--- src/rtl/core/vfdv_pkg.sv ---
// ---------------------------------------------------------------------------
// vfdv_pkg
// Shared types and constants for the finite-difference velocity block.
// ---------------------------------------------------------------------------
`default_nettype none

package vfdv_pkg;

  localparam int FIELD_W          = 32;  // displacement, velocity and time width
  localparam int IV_W             = 16;  // frame interval register width
  localparam int NUM_AXES_MAX     = 3;   // axis fields carried on the ports
  localparam int AXIS_IDX_W       = 2;   // index into the axis fields
  localparam int AXES_DEF         = 3;
  localparam int SAMPLE_WIDTH_DEF = 32;

  // Divider operand widths: magnitude of a 33-bit difference over up to 2*interval
  localparam int DIVIDEND_W = FIELD_W + 1;
  localparam int DIVISOR_W  = IV_W + 1;

  localparam logic [IV_W-1:0] IV_RESET = IV_W'(1);

  // Frame history codes
  localparam logic [1:0] PH_EMPTY = 2'd0;
  localparam logic [1:0] PH_ONE   = 2'd1;
  localparam logic [1:0] PH_TWO   = 2'd2;

  typedef struct packed {
    logic signed [FIELD_W-1:0] disp_x;
    logic signed [FIELD_W-1:0] disp_y;
    logic signed [FIELD_W-1:0] disp_z;
    logic        [FIELD_W-1:0] frame_time;
    logic                      final_frame;
  } in_item_t;

  typedef struct packed {
    logic signed [FIELD_W-1:0] vel_x;
    logic signed [FIELD_W-1:0] vel_y;
    logic signed [FIELD_W-1:0] vel_z;
    logic        [FIELD_W-1:0] stamp;
    logic                      saturated;
    logic                      run_end;
  } out_item_t;

endpackage

`default_nettype wire

--- src/rtl/core/vector_finite_difference_velocity.sv ---
// ---------------------------------------------------------------------------
// vector_finite_difference_velocity
// Three-point finite-difference velocity of a 3-axis Q16.16 displacement stream.
// ---------------------------------------------------------------------------
//  channel | handshake           | payload            | direction
//  in_     | in_valid / in_stall | vfdv_pkg::in_item_t | frame in
//  out_    | out_valid/out_stall | vfdv_pkg::out_item_t| velocity out
//  cfg_    | cfg_valid/cfg_ready | cfg_data (16 bits) | frame interval write
//
// A first frame is taken and gives no result. Every other frame runs each
// axis through one shared radix-2 divider, 33 quotient bits one per cycle,
// and yields one result; a last frame yields two. Synchronous active-low
// reset clears the frame history and sets the interval to 1. A result waits
// in the output register while out_stall is high; the next frame is taken
// meanwhile.
// ---------------------------------------------------------------------------
`default_nettype none

module vector_finite_difference_velocity #(
  parameter int AXES         = vfdv_pkg::AXES_DEF,
  parameter int SAMPLE_WIDTH = vfdv_pkg::SAMPLE_WIDTH_DEF
) (
  input  wire logic                          clk,
  input  wire logic                          rst_n,
  input  wire logic                          in_valid,
  output logic                               in_stall,
  input  wire vfdv_pkg::in_item_t            in_data,
  output logic                               out_valid,
  input  wire logic                          out_stall,
  output vfdv_pkg::out_item_t                out_data,
  input  wire logic                          cfg_valid,
  output logic                               cfg_ready,
  input  wire logic [vfdv_pkg::IV_W-1:0]     cfg_data
);

  localparam int FW       = vfdv_pkg::FIELD_W;
  localparam int NAX      = vfdv_pkg::NUM_AXES_MAX;
  localparam int AIW      = vfdv_pkg::AXIS_IDX_W;
  localparam int IVW      = vfdv_pkg::IV_W;
  localparam int DDW      = vfdv_pkg::DIVIDEND_W;
  localparam int DSW      = vfdv_pkg::DIVISOR_W;
  localparam int LANES    = (AXES < NAX) ? AXES : NAX;
  localparam int SAT_BITS = (SAMPLE_WIDTH < FW) ? SAMPLE_WIDTH : FW;

  localparam logic [AIW-1:0] LAST_AXIS = AIW'(LANES - 1);
  localparam logic [DDW-1:0] SAT_MAG   = DDW'(1) << (SAT_BITS - 1);
  localparam logic [FW-1:0]  VEL_MAX   = FW'((64'd1 << (SAT_BITS - 1)) - 64'd1);
  localparam logic [FW-1:0]  VEL_MIN   = ~VEL_MAX;

  typedef enum logic [1:0] {
    ST_IDLE,
    ST_DIV_START,
    ST_DIV_WAIT,
    ST_PUSH
  } state_t;

  state_t                 state_r;
  logic [1:0]             phase_r;
  logic [IVW-1:0]         interval_r;
  logic signed [FW-1:0]   older_r [NAX];
  logic signed [FW-1:0]   newer_r [NAX];
  logic signed [FW-1:0]   cur_r   [NAX];
  logic [FW-1:0]          time_r;
  logic                   fin_r;
  logic                   res_idx_r;   // 0: central/forward, 1: backward
  logic [AIW-1:0]         axis_r;
  logic [FW-1:0]          vel_r   [NAX];
  logic                   sat_r;
  vfdv_pkg::out_item_t    out_r;
  logic                   out_valid_r;

  logic [IVW-1:0]         iv_eff;
  logic signed [FW-1:0]   op_a;
  logic signed [FW-1:0]   op_b;
  logic signed [DDW-1:0]  diff;
  logic                   neg;
  logic [DDW-1:0]         mag;
  logic [DSW-1:0]         den;
  logic                   div_start;
  logic                   div_done;
  logic [DDW-1:0]         quot;
  logic                   clip;
  logic [FW-1:0]          vel_axis;
  logic                   slot_free;
  logic                   in_take;

  function automatic logic signed [FW-1:0] pick_disp(vfdv_pkg::in_item_t it, int j);
    logic signed [FW-1:0] v;
    case (j)
      0:       v = it.disp_x;
      1:       v = it.disp_y;
      default: v = it.disp_z;
    endcase
    return v;
  endfunction

  assign iv_eff = (interval_r == '0) ? IVW'(1) : interval_r;

  // backward result of a two-held history reaches back to the newer frame
  assign op_a = cur_r[axis_r];
  assign op_b = (res_idx_r && phase_r != vfdv_pkg::PH_ONE) ? newer_r[axis_r]
                                                            : older_r[axis_r];
  assign diff = {op_a[FW-1], op_a} - {op_b[FW-1], op_b};
  assign neg  = diff[DDW-1];
  assign mag  = neg ? DDW'(-diff) : DDW'(diff);
  assign den  = (!res_idx_r && phase_r != vfdv_pkg::PH_ONE) ? {iv_eff, 1'b0}
                                                             : {1'b0, iv_eff};

  assign div_start = (state_r == ST_DIV_START);

  vfdv_div #(
    .DIVIDEND_W (DDW),
    .DIVISOR_W  (DSW)
  ) u_div (
    .clk      (clk),
    .rst_n    (rst_n),
    .start    (div_start),
    .dividend (mag),
    .divisor  (den),
    .done     (div_done),
    .quotient (quot)
  );

  always_comb begin
    clip     = neg ? (quot > SAT_MAG) : (quot >= SAT_MAG);
    vel_axis = neg ? FW'(-quot[FW-1:0]) : quot[FW-1:0];
    if (clip) begin
      vel_axis = neg ? VEL_MIN : VEL_MAX;
    end
  end

  assign slot_free = !out_valid_r || !out_stall;
  assign in_stall  = (state_r != ST_IDLE);
  assign in_take   = in_valid && !in_stall;
  assign cfg_ready = 1'b1;

  always_ff @(posedge clk) begin
    if (!rst_n) begin
      state_r     <= ST_IDLE;
      phase_r     <= vfdv_pkg::PH_EMPTY;
      interval_r  <= vfdv_pkg::IV_RESET;
      out_valid_r <= 1'b0;
      res_idx_r   <= 1'b0;
      axis_r      <= '0;
    end else begin
      if (cfg_valid && cfg_ready) begin
        interval_r <= cfg_data;
      end
      // drop a taken beat unless a new one is loaded below
      if (out_valid_r && !out_stall && state_r != ST_PUSH) begin
        out_valid_r <= 1'b0;
      end

      case (state_r)
        ST_IDLE: begin
          if (in_take) begin
            if (phase_r == vfdv_pkg::PH_EMPTY) begin
              for (int j = 0; j < NAX; j++) begin
                older_r[j] <= pick_disp(in_data, j);
              end
              phase_r <= in_data.final_frame ? vfdv_pkg::PH_EMPTY : vfdv_pkg::PH_ONE;
            end else begin
              for (int j = 0; j < NAX; j++) begin
                cur_r[j] <= pick_disp(in_data, j);
                vel_r[j] <= '0;
              end
              time_r    <= in_data.frame_time;
              fin_r     <= in_data.final_frame;
              res_idx_r <= 1'b0;
              axis_r    <= '0;
              sat_r     <= 1'b0;
              state_r   <= ST_DIV_START;
            end
          end
        end

        ST_DIV_START: begin
          state_r <= ST_DIV_WAIT;
        end

        ST_DIV_WAIT: begin
          if (div_done) begin
            vel_r[axis_r] <= vel_axis;
            sat_r         <= sat_r | clip;
            if (axis_r == LAST_AXIS) begin
              state_r <= ST_PUSH;
            end else begin
              axis_r  <= axis_r + AIW'(1);
              state_r <= ST_DIV_START;
            end
          end
        end

        ST_PUSH: begin
          if (slot_free) begin
            out_r.vel_x     <= vel_r[0];
            out_r.vel_y     <= vel_r[1];
            out_r.vel_z     <= vel_r[2];
            out_r.stamp     <= res_idx_r ? time_r : time_r - FW'(iv_eff);
            out_r.saturated <= sat_r;
            out_r.run_end   <= res_idx_r;
            out_valid_r     <= 1'b1;
            if (!res_idx_r && fin_r) begin
              // queue the backward result of the last frame
              res_idx_r <= 1'b1;
              axis_r    <= '0;
              sat_r     <= 1'b0;
              for (int j = 0; j < NAX; j++) begin
                vel_r[j] <= '0;
              end
              state_r <= ST_DIV_START;
            end else begin
              for (int j = 0; j < NAX; j++) begin
                if (phase_r != vfdv_pkg::PH_ONE) begin
                  older_r[j] <= newer_r[j];
                end
                newer_r[j] <= cur_r[j];
              end
              phase_r <= fin_r ? vfdv_pkg::PH_EMPTY : vfdv_pkg::PH_TWO;
              state_r <= ST_IDLE;
            end
          end
        end

        default: begin
          state_r <= ST_IDLE;
        end
      endcase
    end
  end

  assign out_valid = out_valid_r;
  assign out_data  = out_r;

endmodule

`default_nettype wire

--- src/rtl/core/vfdv_div.sv ---
// ---------------------------------------------------------------------------
// vfdv_div
// Radix-2 restoring divider, unsigned, one quotient bit per cycle.
// ---------------------------------------------------------------------------
`default_nettype none

module vfdv_div #(
  parameter int DIVIDEND_W = vfdv_pkg::DIVIDEND_W,
  parameter int DIVISOR_W  = vfdv_pkg::DIVISOR_W
) (
  input  wire logic                  clk,
  input  wire logic                  rst_n,
  input  wire logic                  start,
  input  wire logic [DIVIDEND_W-1:0] dividend,
  input  wire logic [DIVISOR_W-1:0]  divisor,
  output logic                       done,
  output logic [DIVIDEND_W-1:0]      quotient
);

  localparam int CNT_W = $clog2(DIVIDEND_W + 1);

  logic [DIVISOR_W-1:0]  rem_r;
  logic [DIVIDEND_W-1:0] quo_r;
  logic [DIVISOR_W-1:0]  den_r;
  logic [CNT_W-1:0]      cnt_r;
  logic                  busy_r;
  logic                  done_r;

  logic [DIVISOR_W:0]    trial;
  logic [DIVISOR_W:0]    diff;
  logic                  fits;

  assign trial = {rem_r, quo_r[DIVIDEND_W-1]};
  assign diff  = trial - {1'b0, den_r};
  assign fits  = ~diff[DIVISOR_W];

  always_ff @(posedge clk) begin
    if (!rst_n) begin
      busy_r <= 1'b0;
      done_r <= 1'b0;
      cnt_r  <= '0;
    end else begin
      if (start) begin
        rem_r  <= '0;
        quo_r  <= dividend;
        den_r  <= divisor;
        cnt_r  <= CNT_W'(DIVIDEND_W);
        busy_r <= 1'b1;
        done_r <= 1'b0;
      end else if (busy_r) begin
        // shift in the next dividend bit, subtract when the divisor fits
        rem_r  <= fits ? diff[DIVISOR_W-1:0] : trial[DIVISOR_W-1:0];
        quo_r  <= {quo_r[DIVIDEND_W-2:0], fits};
        cnt_r  <= cnt_r - CNT_W'(1);
        done_r <= (cnt_r == CNT_W'(1));
        if (cnt_r == CNT_W'(1)) begin
          busy_r <= 1'b0;
        end
      end else begin
        done_r <= 1'b0;
      end
    end
  end

  assign done     = done_r;
  assign quotient = quo_r;

endmodule

`default_nettype wire
--- config.mk ---
export PLATFORM = sky130hd
export DESIGN_NAME = vector_finite_difference_velocity
export DESIGN_NICKNAME = d
export VERILOG_FILES = /design/src/rtl/core/vfdv_pkg.sv /design/src/rtl/core/vector_finite_difference_velocity.sv /design/src/rtl/core/vfdv_div.sv
export SDC_FILE = /design/constraint.sdc
export NUM_CORES = 1
export LEC_CHECK = 0
export ABC_AREA = 1
export BUFFER_PORTS_ARGS = -buffer_cell sky130_fd_sc_hd__buf_4
export CAP_MARGIN = 10
export CELL_PAD_IN_SITES_DETAIL_PLACEMENT = 0
export CELL_PAD_IN_SITES_GLOBAL_PLACEMENT = 1
export CORE_ASPECT_RATIO = 1.1
export CORE_UTILIZATION = 28
export CTS_CLUSTER_SIZE = 30
export DETAILED_ROUTE_END_ITERATION = 8
export PLACE_DENSITY_LB_ADDON = 0.05
export SKIP_LAST_GASP = 1
export SYNTH_ARGS = -nofsm -noshare
export SYNTH_HDL_FRONTEND = slang
export SYNTH_SLANG_ARGS = --single-unit
--- constraint.sdc ---
create_clock -name clk -period 19.7 [get_ports clk]
set_input_delay 3.94 -clock clk [delete_from_list [all_inputs] [get_ports clk]]
set_output_delay 3.94 -clock clk [all_outputs]
set_load 0.05 [all_outputs]
# --- Word level (Yosys, flattened, before mapping) ---
# Memories as Yosys holds them, arrays and structs flattened. A register that Yosys moved wholly into a read port is not among the register bits.
# Cells that the tools add are included.
# Widths: inputs -> output; s select.
classes:
  n_addsub: 7
  n_lt_le_gt_ge: 2
  eq_ne: 15
  muxes: 120
  bitwise_logic: 11
  n_reduce_logical: 30
op_table:
  columns: ["cell", "count"]
  rows:
  - ["$mux 32", 36]
  - ["$mux 33", 3]
  - ["$mux 1", 47]
  - ["$mux 2", 23]
  - ["$mux 17", 2]
  - ["$ge 33x32->1 const B", 1]
  - ["$gt 33x32->1 const B", 1]
  - ["$neg 33->33", 1]
  - ["$sub 32x32->33", 1]
  - ["$mux 16", 2]
  - ["$neg 32->32", 1]
  - ["$reduce_or 32->1", 1]
  - ["$sub 32x16->32", 1]
  - ["$sub 18x17->18", 1]
  - ["$logic_not 16->1", 1]
  - ["$ne 2x2->1 const B", 8]
  - ["$reduce_and 7->1", 2]
  - ["$mux 6", 2]
  - ["$reduce_and 5->1", 2]
  - ["$pmux 2 s4", 1]
  - ["$reduce_and 4->1", 2]
  - ["$or 1x1->1", 7]
  - ["$eq 2x2->1 const B", 3]
  - ["$eq 6x1->1 const B", 1]
  - ["other kinds (19)", 35]
totals:
  regBits: 167
  ramBits: 384
  in_bits: 150
  out_inout_bits: 133
  wordCells: 210
  mem_count: 4
mem_list:
  columns: ["name", "words", "word_bits", "rd", "rd_ports_with_merged_regs", "wr", "line_no", "rtl"]
  rows:
  - ["cur_r", 3, 32, 4, 1, 3, "vector_finite_difference_velocity.sv:62", "logic signed [FW-1:0] cur_r [NAX];"]
  - ["newer_r", 3, 32, 4, 1, 3, "vector_finite_difference_velocity.sv:61", "logic signed [FW-1:0] newer_r [NAX];"]
  - ["older_r", 3, 32, 1, 1, 3, "vector_finite_difference_velocity.sv:60", "logic signed [FW-1:0] older_r [NAX];"]
  - ["vel_r", 3, 32, 3, 3, 3, "vector_finite_difference_velocity.sv:67", "logic [FW-1:0] vel_r [NAX];"]

# --- Logic depth before layout (Yosys ltp) ---
logic_depth:
  depth_word: 9
  ltp_mapped: 29
  ltp_nobuf: 28

# --- Cells and area by module ---
# Synthesis repeated with hierarchy kept, for this count alone.
unflattened:
  cells_unflattened: 3445
  area_unflattened_um2: 32528.7
by_module_without_submodules:
  columns: ["module", "n_inst", "cells_each", "area_each_um2", "seq_area_each_um2"]
  rows:
  - ["vector_finite_difference_velocity", 1, 2917, 28189.5, 16976.3]
  - ["vfdv_div", 1, 528, 4339.2, 2172.1]

# --- Least setup slack after synthesis ---
# No wires, ideal clock.
synth_timing:
  kind: "input port to flip-flop"
  startpoint: "input port rst_n"
  endpoint: "memory older_r[0][0] (netlist bit), enable pin"
  setup_time_ns: 0.683
  arrival_time_ns: 18.760
  required_ns: 19.017
  path_slack_ns: 0.257
  cell_stages: 6
  n_path_buf: 2
  cell_sequence: "inv_1 -> nor4_1 -> nand2_1 -> clkbuf_1 -> clkbuf_1 -> o21ai_0"
synth_lines:
  columns: ["item", "line_no", "rtl"]
  rows:
  - ["start: declaration", "vector_finite_difference_velocity.sv:24", "input wire logic rst_n,"]
  - ["end: declaration", "vector_finite_difference_velocity.sv:60", null]

==> flow_summary.ini <==
[power]
power.sequential.fraction = 0.331
power.ir.vdd_worst_mv = 0.122
power.internal_mw = 3.44
share_of_total_power_in_combinational_logic = 0.439
power.net_switching_mw = 2.60
power_switching_share = 0.431
p_per_area_mw_per_mm2 = 160
share_clk_of_total_power = 0.229
total_leakage_power_nw = 15.1

[place]
routabilityCongestion = 0.778
portBuffers = 281
placedInstanceArea_mm2 = 0.0354
detailed_place_hpwl_mm = 63.3

[cells_and_area]
fillers = 11600
layout_cell_share_with_drive_strength_beyond_1 = 0.157
design.final.nets = 3696
post-route-cell-area_mm2 = 0.0378
post-route-util = 0.337
insertedDiodeCount = 0
synthToLayoutAreaGrowth_pct = 19.5

[logic_synthesis]
yosys-top-cells-count = 768 x nand2_1, 615 x edfxtp_1, 356 x inv_1, 289 x o21ai_0, 207 x a21oi_1
postSynthNetCount = 3426
edff_count_synth = 615
ys_seq_elements = 649
synth_top_area_cell = edfxtp_1
synth-seq-area-share = 0.605
ys_warn_count = 0
mappedNetlistArea_mm2 = 0.0317
syn-instance-count = 3201
count_of_distinct_cell_types_in_the_synthesized_netlist = 57
synthFlopType = edfxtp_1
synthArstFlopShare = 0
most_instantiated_library_cell_after_synthesis = nand2_1
avgSynthCellArea_um2 = 9.89
synth_top_area_share = 0.583
top_area_cells_in_the_synthesized_netlist = edfxtp_1 58%, nand2_1 9.1%, o21ai_0 4.6%

[sta]
setup_viol_count_final = 0
grt_setup_unrepaired = false
fin_skew_ns = 0.0268
max_slew_margin = 0.278
period_minus_slack_ns = 7.14
worst_slew_pin_slew_ns = 1.08
max_clock_freq_mhz = 140
fin_setup_tns_ns = 0
report.final.hold_viol_count = 0
min_period_over_period = 0.363
maxSlewViolCount = 0

[critical_path]
timing.critical_path.to_type = flip-flop
timing.rr.end = vel_r[2][0]
critical_path_fanouts_max = 51
setup_slack_on_the_worst_flop_to_flop_path_ns = 13.38
cp_data_arrival_time_ns = 7.40
cp-start-kind = primary input
timing.setup.critical_path_class = in -> reg
reg2reg_depth = 20
critical_path_required_ns = 19.95

[min_path]
hold_class = reg -> reg
worst_hold_path.endpoint = out_data[37]
worstHoldStart = vel_r[2][3]
worst_hold_path.num_cells = 0

[flow_run]
max_cap_violations = 0

[drt]
drt_first_pass_iters = 5
vias_per_cell = 4.50
ant_nets = 0
routed_wire_length_mm = 89.4
drc = 0
drt-initial-drc-count = 1157
detail_route.wl_per_cell_um = 17.7
via_count = 22700

[clocking]
clock_tree.buffer_depth = 3
cts.clk_slew.worst_paths_ns = 0.05
tritoncts = yes
number_of_clock_buffers_inserted_by_tritoncts = 78
ctsHtreeMaxLevel = 3
clock-sinks = 649
hold_buffers = 0
ctsRootBufferMaster = clkbuf_16
cts_repair_resize_count = 0
post_cts_buffers = 0
worstSkewPairLatency_ns = 0.65

[grt]
grt_pass1_vias = 23100
grt_start_max_net_pins = 90
antenna_found_initial = 1
grt_usage = 0.155
grt_pass1_wl_mm = 137
grt-ovfl-total = 0

[floorplanning]
initial_standard_cell_utilization_of_the_core = 0.282
core_mm2 = 0.112
number_of_top_level_pins = 283
rows = 129
chipHeight_um = 355
die_area_mm2 = 0.114
chipWidth_um = 323

[status]
run_status = complete, no violations
layer usage:
layer	routed length, µm	GRT usage	vias to the layer above
met3	3350	0.0212	94
li1	-	-	11500
met4	1550	0.0413	0
met2	42500	0.261	401
met5	0	0	-
met1	42000	0.208	10700
flip-flops by register name (all words and copies together), names as in the netlist, named ones only:
register / flops
res_idx_r: 1
vel_r: 96
u_div.done: 1
newer_r: 96
u_div.busy_r: 1
axis_r: 2
u_div.quotient: 33
out_data: 130
state_r: 2
u_div.rem_r: 17
u_div.den_r: 17
time_r: 32
fin_r: 1
sat_r: 1
phase_r: 2
older_r: 96
interval_r: 16
cur_r: 96
out_valid: 1
u_div.cnt_r: 6
critical path, cell delays in order:
cell     delay (ns)
buf_4          0.22
inv_1          0.38
nor4_2         0.37
buf_4          0.65
nand2_4        0.34
o21ai_4        0.13
buf_4          0.59
buf_4          0.68
cell usage in the layout (no fill, tap or decap), types with 3 or more instances in the layout:
master and instances:
a211oi_1 10, a21o_1 4, a21oi_1 206, a21oi_2 18
a31oi_1 5, and2_1 6, buf_4 310, bufinv_16 5
clkbuf_1 12, clkbuf_16 79, clkinv_1 21, clkinv_2 14
clkinvlp_4 3, dfxtp_1 32, edfxtp_1 615, fa_1 3
ha_1 72, inv_1 356, inv_2 17, inv_6 6
mux2_2 32, nand2_1 766, nand2_2 12, nand2_4 3
nand3_1 181, nand3_2 16, nand3b_1 10, nand4_1 28
nor2_1 199, nor2_2 6, nor3_1 28, nor3_2 5
nor4_1 8, o211ai_1 34, o21ai_0 288, o21ai_1 22
o21bai_1 9, or2_2 9, xnor2_1 23, xor2_1 28
power by group through the flow:
stage / clock network (mW) / registers, mW / logic [mW]
floorplan: 0 / 2.04 / 1.91
global placement: 0 / 2.03 / 2.70
detailed placement: 0 / 2.03 / 2.71
CTS: 1.44 / 2.01 / 2.72
global route: 1.48 / 2.03 / 3.04
finish: 1.39 / 2.00 / 2.65
cells by family after synthesis:
kind of cell | after synthesis | share of synthesized area
buffers and inverters | 495 | 0.0614
and+or+nand+nor | 1285 | 0.172
AOI/OAI and AO/OA | 612 | 0.105
other | 1 | 0.000118
adders and majority gates | 75 | 0.0303
muxes | 32 | 0.0114
xor gates and xnor gates | 52 | 0.0146
DFF | 649 | 0.605
worst max-delay path by stage:
stage               start              to  slack, ns  cells after the start
floorplan           rst_n   older_r[0][0]       0.26                      6
global placement    rst_n  older_r[2][30]      11.87                      8
detailed placement  rst_n  older_r[0][20]      11.78                      8
CTS                 rst_n   older_r[2][8]      12.47                      8
global route        rst_n   older_r[2][8]      12.21                      8
finish              rst_n   older_r[2][8]      12.56                      8
through the flow:
step           total power [mW]  std cells  hold slack (ns)  worst slack, ns
6_report                   6.04       5039            0.416            12.56
3_5_place_dp               4.74       4897            0.405            11.78
5_1_grt                    6.56       5039            0.425            12.21
4_1_cts                    6.16       5039            0.418            12.47
2_1_floorplan              3.95       3201            0.400            0.257
3_3_place_gp               4.73       4897            0.401            11.87
final cells by class:
type                            count  area (µm²)  area share
Tap cell                         1506        1880      0.0498
Timing Repair Buffer              310        2330      0.0615
Clock buffer                       92        2040      0.0538
Clock inverter                     50         388      0.0103
Multi-Input combinational cell   2057       10600       0.281
Sequential cell                   649       19200       0.506
Inverter                          375        1410      0.0373
Note: power is estimated with default switching activity, not from simulation.
